**config.mk**
```make
export PLATFORM = sky130hd
export DESIGN_NAME = hand_gesture_state_classifier_core
export DESIGN_NICKNAME = d
export VERILOG_FILES = /design/src/rtl/hgsc_pkg.sv /design/src/rtl/hgsc_ser_mul.sv /design/src/rtl/hgsc_gesture.sv /design/src/rtl/hand_gesture_state_classifier_core.sv
export SDC_FILE = /design/constraint.sdc
export NUM_CORES = 1
export LEC_CHECK = 0
export BUFFER_PORTS_ARGS = -buffer_cell sky130_fd_sc_hd__buf_2
export CAP_MARGIN = 40
export CORE_ASPECT_RATIO = 0.9
export CORE_MARGIN = 2
export CORE_UTILIZATION = 65
export DETAILED_ROUTE_END_ITERATION = 8
export MAX_ROUTING_LAYER = met4
export PLACE_DENSITY = 0.9
export SYNTH_ARGS = -nofsm -noshare
export SYNTH_HDL_FRONTEND = slang
export SYNTH_SLANG_ARGS = --single-unit
```
**constraint.sdc**
```tcl
create_clock -name clk -period 12.35 [get_ports clk]
set_input_delay 1.8525 -clock clk [delete_from_list [all_inputs] [get_ports clk]]
set_output_delay 1.8525 -clock clk [all_outputs]
set_load 0.005 [all_outputs]
```
**src/rtl/hgsc_pkg.sv**
```systemverilog
// shared types and constants for the hand gesture state classifier
package hgsc_pkg;

	localparam int RATIO_W  = 8;
	localparam int RADIUS_W = 10;
	localparam int THR_W    = RADIUS_W + RATIO_W;
	localparam int DIST_SHIFT = 2 * RATIO_W;

	localparam logic [1:0] CFG_MOVE_RATIO  = 2'd0;
	localparam logic [1:0] CFG_STILL_RATIO = 2'd1;
	localparam logic [1:0] CFG_PINCH_RATIO = 2'd2;

	localparam logic [RATIO_W-1:0] MOVE_RATIO_RST  = 8'd154;
	localparam logic [RATIO_W-1:0] STILL_RATIO_RST = 8'd51;
	localparam logic [RATIO_W-1:0] PINCH_RATIO_RST = 8'd128;

	localparam logic [2:0] OPEN_MIN_FINGERS = 3'd4;

	typedef enum logic [1:0] {
		MOT_MOVE    = 2'd0,
		MOT_STATION = 2'd1,
		MOT_START   = 2'd2
	} motion_t;

	typedef enum logic [2:0] {
		GES_OPEN    = 3'd0,
		GES_CLOSED  = 3'd1,
		GES_POINTER = 3'd2,
		GES_SCROLL  = 3'd3,
		GES_PINCH   = 3'd4
	} gesture_t;

	typedef struct packed {
		motion_t    motion;
		gesture_t   gesture;
		logic [1:0] top;
		logic [1:0] low;
	} hgsc_state_t;

endpackage

```
**src/rtl/hgsc_ser_mul.sv**
```systemverilog
// bit-serial shift-and-add multiplier, one multiplier bit per cycle
module hgsc_ser_mul import hgsc_pkg::*; #(
	parameter int MUL_W = 18
) (
	input  logic               clk,
	input  logic               arst_n,
	input  logic               start,
	input  logic [MUL_W-1:0]   mcand,
	input  logic [MUL_W-1:0]   mplier,
	output logic [2*MUL_W-1:0] product,
	output logic               done
);

	localparam int CNT_W = $clog2(MUL_W + 1);

	logic [2*MUL_W-1:0] p_q;
	logic [MUL_W-1:0]   mcand_q;
	logic [CNT_W-1:0]   cnt_q;
	logic               busy_q;
	logic               done_q;
	logic [MUL_W:0]     sum;

	assign sum = {1'b0, p_q[2*MUL_W-1:MUL_W]} + (p_q[0] ? {1'b0, mcand_q} : '0);

	always_ff @(posedge clk or negedge arst_n) begin
		if (!arst_n) begin
			busy_q <= 1'b0;
			done_q <= 1'b0;
			cnt_q  <= '0;
		end else begin
			done_q <= !start && busy_q && (cnt_q == CNT_W'(1));
			if (start) begin
				busy_q <= 1'b1;
				cnt_q  <= CNT_W'(MUL_W);
			end else if (busy_q) begin
				cnt_q <= cnt_q - CNT_W'(1);
				if (cnt_q == CNT_W'(1)) begin
					busy_q <= 1'b0;
				end
			end
		end
	end

	always_ff @(posedge clk) begin
		if (start) begin
			p_q     <= {{MUL_W{1'b0}}, mplier};
			mcand_q <= mcand;
		end else if (busy_q) begin
			p_q <= {sum, p_q[MUL_W-1:1]};
		end
	end

	assign product = p_q;
	assign done    = done_q;

endmodule

```
**src/rtl/hgsc_gesture.sv**
```systemverilog
// motion transition, finger ordering and gesture classification
module hgsc_gesture import hgsc_pkg::*; #(
	parameter int COORD_BITS = 11
) (
	input  logic                  still,
	input  logic [2:0]            finger_count,
	input  logic [COORD_BITS-1:0] height_a,
	input  logic [COORD_BITS-1:0] height_b,
	input  logic [COORD_BITS-1:0] height_c,
	input  logic [THR_W-1:0]      limit,
	input  hgsc_state_t           cur,
	output hgsc_state_t           nxt
);

	localparam int SPR_W = COORD_BITS + RATIO_W;
	localparam int PW    = (SPR_W > THR_W) ? SPR_W : THR_W;

	logic [COORD_BITS-1:0] h [3];
	logic [COORD_BITS-1:0] spread;
	logic [COORD_BITS-1:0] hmax;
	logic [COORD_BITS-1:0] hmin;
	logic [1:0]            hi_idx;
	logic [1:0]            lo_idx;
	logic                  pinch;
	gesture_t              cand;

	assign h[0] = height_a;
	assign h[1] = height_b;
	assign h[2] = height_c;

	// two fingers compare a and b only, three use the full spread
	assign spread = (finger_count == 3'd2)
		? ((height_a > height_b) ? height_a - height_b : height_b - height_a)
		: hmax - hmin;

	assign pinch = PW'({spread, {RATIO_W{1'b0}}}) > PW'(limit);

	always_comb begin
		hi_idx = 2'd0;
		hmax   = h[0];
		if (h[1] > hmax) begin
			hi_idx = 2'd1;
			hmax   = h[1];
		end
		if (h[2] > hmax) begin
			hi_idx = 2'd2;
			hmax   = h[2];
		end
		lo_idx = 2'd0;
		hmin   = h[0];
		if (h[1] < hmin) begin
			lo_idx = 2'd1;
			hmin   = h[1];
		end
		if (h[2] < hmin) begin
			lo_idx = 2'd2;
			hmin   = h[2];
		end
	end

	always_comb begin
		nxt = cur;
		if (cur.motion == MOT_STATION) begin
			nxt.motion = still ? MOT_STATION : MOT_START;
		end else begin
			nxt.motion = still ? MOT_STATION : MOT_MOVE;
		end
		cand = cur.gesture;
		if (nxt.motion == MOT_STATION) begin
			case (finger_count)
				3'd0: begin
					cand = GES_CLOSED;
				end
				3'd1: begin
					cand    = GES_POINTER;
					nxt.top = 2'd0;
				end
				3'd2: begin
					if (height_a > height_b) begin
						nxt.top = 2'd0;
						nxt.low = 2'd1;
					end else begin
						nxt.top = 2'd1;
						nxt.low = 2'd0;
					end
					cand = pinch ? GES_PINCH : GES_SCROLL;
				end
				3'd3: begin
					nxt.top = hi_idx;
					nxt.low = lo_idx;
					cand    = pinch ? GES_PINCH : GES_SCROLL;
				end
				default: begin
					cand = GES_OPEN;
				end
			endcase
		end
		if (cur.gesture != GES_OPEN && cand != cur.gesture) begin
			cand = GES_OPEN;
		end
		nxt.gesture = cand;
	end

endmodule

```
**src/rtl/hand_gesture_state_classifier_core.sv**
```systemverilog
// top level: frame capture, multiply sequencer, stillness test and state update
// a new frame is accepted only once the last one is decided; out_valid is
// registered after the decide step, which waits while out_stall holds a result
// five products (two thresholds, three squares) run one after another through one
// bit-serial multiplier, one bit per cycle, before the decide step
// reset clears the tracked center, motion, gesture and finger indices and
// loads the ratio registers with their defaults; no clearing pass
module hand_gesture_state_classifier_core import hgsc_pkg::*; #(
	parameter int COORD_BITS = 11
) (
	input  logic                  clk,
	input  logic                  arst_n,
	input  logic                  in_valid,
	output logic                  in_stall,
	input  logic [COORD_BITS-1:0] hand_x,
	input  logic [COORD_BITS-1:0] hand_y,
	input  logic [RADIUS_W-1:0]   hand_radius,
	input  logic [2:0]            finger_count,
	input  logic [COORD_BITS-1:0] height_a,
	input  logic [COORD_BITS-1:0] height_b,
	input  logic [COORD_BITS-1:0] height_c,
	output logic                  out_valid,
	input  logic                  out_stall,
	output logic [2:0]            gesture,
	output logic [1:0]            motion,
	output logic [COORD_BITS-1:0] track_x,
	output logic [COORD_BITS-1:0] track_y,
	output logic [1:0]            top_finger,
	output logic [1:0]            low_finger,
	input  logic                  cfg_valid,
	output logic                  cfg_ready,
	input  logic [1:0]            cfg_index,
	input  logic [RATIO_W-1:0]    cfg_data
);

	localparam int MUL_W = (COORD_BITS > THR_W) ? COORD_BITS : THR_W;
	localparam int SQ_W  = 2 * COORD_BITS;
	localparam int D2_W  = SQ_W + 1;
	localparam int CMP_W = (D2_W + DIST_SHIFT > 2 * THR_W) ? D2_W + DIST_SHIFT : 2 * THR_W;

	typedef enum logic [3:0] {
		ST_IDLE   = 4'b0001,
		ST_LAUNCH = 4'b0010,
		ST_WAIT   = 4'b0100,
		ST_DECIDE = 4'b1000
	} state_t;

	typedef enum logic [2:0] {
		JOB_THR  = 3'd0,
		JOB_LIM  = 3'd1,
		JOB_THR2 = 3'd2,
		JOB_DX2  = 3'd3,
		JOB_DY2  = 3'd4
	} job_t;

	state_t st_q;
	job_t   job_q;

	logic [RATIO_W-1:0] move_ratio_q;
	logic [RATIO_W-1:0] still_ratio_q;
	logic [RATIO_W-1:0] pinch_ratio_q;

	logic [COORD_BITS-1:0] tracked_x_q;
	logic [COORD_BITS-1:0] tracked_y_q;
	hgsc_state_t           state_q;
	hgsc_state_t           state_d;
	logic                  out_valid_q;

	logic [COORD_BITS-1:0] x_q;
	logic [COORD_BITS-1:0] y_q;
	logic [RADIUS_W-1:0]   radius_q;
	logic [2:0]            count_q;
	logic [COORD_BITS-1:0] ha_q;
	logic [COORD_BITS-1:0] hb_q;
	logic [COORD_BITS-1:0] hc_q;
	logic [COORD_BITS-1:0] dx_q;
	logic [COORD_BITS-1:0] dy_q;
	logic [THR_W-1:0]      thr_q;
	logic [THR_W-1:0]      lim_q;
	logic [2*THR_W-1:0]    thr2_q;
	logic [SQ_W-1:0]       dx2_q;
	logic [SQ_W-1:0]       dy2_q;

	logic                  in_xfer;
	logic                  out_free;
	logic                  mul_start;
	logic                  mul_done;
	logic [MUL_W-1:0]      op_a;
	logic [MUL_W-1:0]      op_b;
	logic [2*MUL_W-1:0]    product;
	logic [D2_W-1:0]       d2;
	logic                  still;

	assign in_stall  = (st_q != ST_IDLE);
	assign in_xfer   = in_valid && !in_stall;
	assign out_free  = !out_valid_q || !out_stall;
	assign cfg_ready = 1'b1;
	assign mul_start = (st_q == ST_LAUNCH);

	always_comb begin
		case (job_q)
			JOB_THR: begin
				op_a = MUL_W'(radius_q);
				op_b = (state_q.motion == MOT_MOVE) ? MUL_W'(move_ratio_q)
				                                    : MUL_W'(still_ratio_q);
			end
			JOB_LIM: begin
				op_a = MUL_W'(radius_q);
				op_b = MUL_W'(pinch_ratio_q);
			end
			JOB_THR2: begin
				op_a = MUL_W'(thr_q);
				op_b = MUL_W'(thr_q);
			end
			JOB_DX2: begin
				op_a = MUL_W'(dx_q);
				op_b = MUL_W'(dx_q);
			end
			JOB_DY2: begin
				op_a = MUL_W'(dy_q);
				op_b = MUL_W'(dy_q);
			end
			default: begin
				op_a = '0;
				op_b = '0;
			end
		endcase
	end

	hgsc_ser_mul #(
		.MUL_W (MUL_W)
	) u_mul (
		.clk     (clk),
		.arst_n  (arst_n),
		.start   (mul_start),
		.mcand   (op_a),
		.mplier  (op_b),
		.product (product),
		.done    (mul_done)
	);

	assign d2    = D2_W'(dx2_q) + D2_W'(dy2_q);
	assign still = CMP_W'({d2, {DIST_SHIFT{1'b0}}}) < CMP_W'(thr2_q);

	hgsc_gesture #(
		.COORD_BITS (COORD_BITS)
	) u_gesture (
		.still        (still),
		.finger_count (count_q),
		.height_a     (ha_q),
		.height_b     (hb_q),
		.height_c     (hc_q),
		.limit        (lim_q),
		.cur          (state_q),
		.nxt          (state_d)
	);

	// configuration registers
	always_ff @(posedge clk or negedge arst_n) begin
		if (!arst_n) begin
			move_ratio_q  <= MOVE_RATIO_RST;
			still_ratio_q <= STILL_RATIO_RST;
			pinch_ratio_q <= PINCH_RATIO_RST;
		end else if (cfg_valid && cfg_ready) begin
			unique case (cfg_index)
				CFG_MOVE_RATIO:  move_ratio_q  <= cfg_data;
				CFG_STILL_RATIO: still_ratio_q <= cfg_data;
				CFG_PINCH_RATIO: pinch_ratio_q <= cfg_data;
				default: ;
			endcase
		end
	end

	// sequencer and architectural state
	always_ff @(posedge clk or negedge arst_n) begin
		if (!arst_n) begin
			st_q        <= ST_IDLE;
			job_q       <= JOB_THR;
			tracked_x_q <= '0;
			tracked_y_q <= '0;
			state_q     <= '{motion: MOT_MOVE, gesture: GES_OPEN, top: 2'd0, low: 2'd0};
			out_valid_q <= 1'b0;
		end else begin
			if (st_q == ST_DECIDE && out_free) begin
				out_valid_q <= 1'b1;
			end else if (out_valid_q && !out_stall) begin
				out_valid_q <= 1'b0;
			end
			unique case (st_q)
				ST_IDLE: begin
					if (in_xfer) begin
						job_q <= JOB_THR;
						st_q  <= ST_LAUNCH;
					end
				end
				ST_LAUNCH: begin
					st_q <= ST_WAIT;
				end
				ST_WAIT: begin
					if (mul_done) begin
						case (job_q)
							JOB_THR:  job_q <= JOB_LIM;
							JOB_LIM:  job_q <= JOB_THR2;
							JOB_THR2: job_q <= JOB_DX2;
							JOB_DX2:  job_q <= JOB_DY2;
							default:  job_q <= JOB_THR;
						endcase
						st_q <= (job_q == JOB_DY2) ? ST_DECIDE : ST_LAUNCH;
					end
				end
				ST_DECIDE: begin
					if (out_free) begin
						state_q <= state_d;
						if (!still) begin
							tracked_x_q <= x_q;
							tracked_y_q <= y_q;
						end
						st_q <= ST_IDLE;
					end
				end
				default: st_q <= ST_IDLE;
			endcase
		end
	end

	// frame capture and products
	always_ff @(posedge clk) begin
		if (in_xfer) begin
			x_q      <= hand_x;
			y_q      <= hand_y;
			radius_q <= hand_radius;
			count_q  <= finger_count;
			ha_q     <= height_a;
			hb_q     <= height_b;
			hc_q     <= height_c;
			dx_q     <= (hand_x > tracked_x_q) ? hand_x - tracked_x_q : tracked_x_q - hand_x;
			dy_q     <= (hand_y > tracked_y_q) ? hand_y - tracked_y_q : tracked_y_q - hand_y;
		end
		if (st_q == ST_WAIT && mul_done) begin
			case (job_q)
				JOB_THR:  thr_q  <= product[THR_W-1:0];
				JOB_LIM:  lim_q  <= product[THR_W-1:0];
				JOB_THR2: thr2_q <= product[2*THR_W-1:0];
				JOB_DX2:  dx2_q  <= product[SQ_W-1:0];
				JOB_DY2:  dy2_q  <= product[SQ_W-1:0];
				default: ;
			endcase
		end
	end

	assign out_valid  = out_valid_q;
	assign gesture    = state_q.gesture;
	assign motion     = state_q.motion;
	assign track_x    = tracked_x_q;
	assign track_y    = tracked_y_q;
	assign top_finger = state_q.top;
	assign low_finger = state_q.low;

`ifndef SYNTHESIS
	a_done_in_wait: assert property (@(posedge clk) disable iff (!arst_n)
		mul_done |-> st_q == ST_WAIT)
		else $error("multiplier finished outside the wait state");

	a_valid_from_decide: assert property (@(posedge clk) disable iff (!arst_n)
		$rose(out_valid_q) |-> $past(st_q) == ST_DECIDE)
		else $error("result raised without a decide step");

	a_track_from_decide: assert property (@(posedge clk) disable iff (!arst_n)
		!$stable(tracked_x_q) || !$stable(tracked_y_q) |-> $past(st_q) == ST_DECIDE)
		else $error("tracked center changed outside a decide step");

	a_open_between: assert property (@(posedge clk) disable iff (!arst_n)
		$past(state_q.gesture) != GES_OPEN && !$stable(state_q.gesture)
			|-> state_q.gesture == GES_OPEN)
		else $error("gesture left a non-open value without passing through open");
`endif

endmodule

```
==> impl_summary.log <==
INFO  metric areaGrowthSynthToFinish = 12.0%
INFO  metric ys_top_cells_by_area = sky130_fd_sc_hd__edfxtp_1 (39%), sky130_fd_sc_hd__ha_1 (11%), sky130_fd_sc_hd__dfrtp_1 (8.0%), sky130_fd_sc_hd__mux2_2 (4.2%), sky130_fd_sc_hd__a21oi_1 (3.3%)
INFO  metric synth_top_area_share = 38.6%
INFO  metric tightestPinTransition = 858 ps
INFO  metric grt_first_pass_wirelength = 72.4 mm
INFO  metric post_drt_wl_per_cell = 20.8 um
INFO  metric placement.cell_area = 0.0199 mm^2
INFO  metric final_hold_viol_count = 0
INFO  metric hold_ws = 474 ps
INFO  metric numClockSinks = 330
INFO  metric crit_path_frequent_cell = sky130_fd_sc_hd__a21oi_1
INFO  metric initialDrtViolationCount = 1,529
INFO  metric cts-resized-gates = 0
INFO  metric final.setup_skew = about 25 ps
INFO  metric critPathSlowestCell = sky130_fd_sc_hd__and2_1
INFO  metric ios = 117
INFO  metric cts_hold_repair.buffers = 0
INFO  metric synth_cell_types = 80
INFO  metric arrival = 9560 ps
INFO  metric grt-busiest-layer = met2
INFO  metric stdcell_area = 0.0211 mm^2
INFO  metric drt_wl_total = approximately 46 mm
INFO  metric mapped_area = between 0.015 and 0.02 mm^2
INFO  metric worstSkewPairLatency = between 500 and 600 ps
INFO  metric max_stage_delay = 670 ps
INFO  metric final_core_area_utilization = 73.4%
INFO  metric vdd_drop_max = around 0.00012 V
INFO  metric grtUsageMet1 = 41.0%
INFO  metric gpl.final_weighted_congestion = 0.984
INFO  metric die_height = 165 um
INFO  metric htree_num_levels = 2
INFO  metric drcViolationCount = 0
INFO  metric leakage = a little over 9 nW
INFO  metric rsz0062_at_grt = no
INFO  metric timing.fmax = 0.110 GHz
INFO  metric ys_top_cells_by_count = sky130_fd_sc_hd__edfxtp_1 (242), sky130_fd_sc_hd__ha_1 (167), sky130_fd_sc_hd__inv_1 (155)
INFO  metric postSynthRegisterBits = 330
INFO  metric setup_violations = 0
INFO  metric finalSetupTns = 0 ps
INFO  metric type_of_destination_of_the_critical_path = register
INFO  metric die_w = 183 um
INFO  metric outcome = completed
INFO  metric path_max_fanout = 21
INFO  metric power_density_over_the_cells = 222 mW/mm^2
INFO  metric fillers = ~1,800
INFO  metric cts_buffer_depth = 3
INFO  metric grt.total_usage = roughly a third
INFO  metric syn-mean-instance-area = 11.1 um^2
INFO  metric post_layout_nonfiller_instances = 2,213
INFO  metric ys.warnings.count = 0
INFO  metric ys_seq_area_share = 49.9%
INFO  metric criticalPathCategory = reg -> reg
INFO  metric maximum_number_of_pins_on_one_net_before_global_route_repair = 70
INFO  metric placedCellCount = 2,149
INFO  metric synth_enable_flop_cells = 242
INFO  metric cts_root_buf = sky130_fd_sc_hd__clkbuf_16
INFO  metric core.rowCount = between 50 and 60
INFO  metric first_global_vias = between 10,000 and 15,000
INFO  metric synthMostInstantiatedCell = sky130_fd_sc_hd__edfxtp_1
INFO  metric start_kind = register
INFO  metric cp_data_required_time = 12,800 ps
INFO  metric detail_route.first_pass.iterations = 5
INFO  metric initial_util = 65.6%
INFO  metric globalRoute.totalOverflow = 0
INFO  metric clock_transition_at_the_registers_of_the_reported_paths = 60 ps
INFO  metric final_period_minus_worst_setup_slack = slightly above 9000 ps
INFO  metric mappedNetlistNets = 1,952
INFO  metric postRouteAntennaNets = 0
INFO  metric detail_route.vias_per_cell = 6.31
INFO  metric place.detailed.hpwl = 32.9 mm
INFO  metric relSlewSlack = 42.8%
INFO  metric synth_ff_type = sky130_fd_sc_hd__edfxtp_1
INFO  metric antenna_found_initial = 1
INFO  metric yosysTopAreaCell = sky130_fd_sc_hd__edfxtp_1
INFO  metric max_cap_violations = 0
INFO  metric gr-usage-met2 = a little over half
INFO  metric cts_setup_buffers = 0
INFO  metric drv_slew = 0
INFO  metric final_layout_size_suffix_gt1_share = 16.1%
INFO  metric core = between 0.02 and 0.03 mm^2
INFO  metric design.final.nets = 2,079
INFO  metric die-area = 0.0303 mm^2
INFO  metric async_flop_share = 21.2%
INFO  metric dr_total_vias = 13,973
INFO  metric min_path_type = reg -> reg
INFO  metric placement.io_buffers = 115
INFO  metric tritoncts = done
INFO  metric final_min_period_over_clock_period = 73.8%
INFO  metric post_synth_inst_count = ~1,700
INFO  metric cts_inserted_buffers = 35
INFO  metric grt_util_met3 = 4.28%
cells by family (layout without fill, tap and decap cells):
family                     after synthesis  count (layout)  synth area share (%)
AOI/OAI and AO/OA                      403             403                  13.9
and+or+nand+nor                        399             399                  10.3
DFF                                    330             330                  49.9
buffers and inverters                  200             353                  4.05
adders and majority gates              176             176                  12.1
muxes                                  118             118                  6.79
xor gates and xnor gates                66              66                  3.07
other                                    1               2                0.0199
report_power, final:
part           internal, W  total (W)  switching (W)
clock             0.000638    0.00108       0.000444
sequential         0.00148    0.00168       0.000203
combinational     0.000791    0.00192        0.00113
metrics by stage:
step / setup slack (ps) / power (W)
global placement: 4050 / 0.00344
detailed placement: 3640 / 0.00355
finish: 3240 / 0.00468
floorplan: 4970 / 0.00301
CTS: 3490 / 0.00465
global route: 2560 / 0.00495
critical path, delay by kind of cell, from the launching register on:
kind,cells,cell delay [ps]
buf+inv,1,280
compound gates,19,4590
flops,1,430
fa+ha+maj,4,1430
simple gates,11,2300
metal layers:
metal | part of all wire [%] | vias up | routed length (um)
met5 | 0 | - | 0
met4 | 3.1 | 0 | 1420
met3 | 8.1 | 130 | 3720
met2 | 48 | 707 | 22000
met1 | 41 | 6717 | 18800
li1 | - | 6419 | -
cell usage in the layout (no fill, tap or decap), types with 43 or more instances in the layout:
cell | synthesis | routed
sky130_fd_sc_hd__edfxtp_1 | 242 | 242
sky130_fd_sc_hd__ha_1 | 167 | 167
sky130_fd_sc_hd__inv_1 | 155 | 154
sky130_fd_sc_hd__a21oi_1 | 126 | 126
sky130_fd_sc_hd__nand2_1 | 116 | 116
sky130_fd_sc_hd__buf_2 | 7 | 114
sky130_fd_sc_hd__nor2_1 | 114 | 112
sky130_fd_sc_hd__o21ai_0 | 88 | 87
sky130_fd_sc_hd__mux2_2 | 70 | 70
sky130_fd_sc_hd__dfrtp_1 | 60 | 60
sky130_fd_sc_hd__mux2i_1 | 46 | 46
sky130_fd_sc_hd__xnor2_1 | 43 | 43
area by class of cell:
class                           count  area [um^2]  area share, %
Sequential cell                   330         9390           44.5
Multi-Input combinational cell   1163         8690           41.2
Clock buffer                       45          913           4.33
Timing Repair Buffer              134          776           3.68
Inverter                          156          587           2.78
Tap cell                          366          458           2.17
Clock inverter                     18          268           1.27
Antenna cell                        1         2.50         0.0119
flip-flops by register name (all words and copies together) (netlist names), 8 cells and up:
signal and count:
dx2_q 22, dx_q 11, dy2_q 22, dy_q 11, ha_q 11, hb_q 11
hc_q 11, lim_q 18, move_ratio_q 8, pinch_ratio_q 8, radius_q 10, still_ratio_q 8
thr2_q 36, thr_q 18, track_x 11, track_y 11, u_mul.mcand_q 18, u_mul.product 36
x_q 11, y_q 11
path summary, 6_finish.rpt:
check                                   from    endpoint  slack [ps]  cells after the start
min reg2reg                u_mul.product[32]  thr2_q[32]         470                      0
min in group asynchronous             arst_n  gesture[2]        1170                      1
max reg2reg                          hb_q[6]  gesture[0]        3240                     35
min                        u_mul.product[32]  thr2_q[32]         470                      0
max in group asynchronous             arst_n     st_q[0]       10590                      2
max                                  hb_q[6]  gesture[0]        3240                     35
No activity file was read; power rests on OpenSTA's default activity.
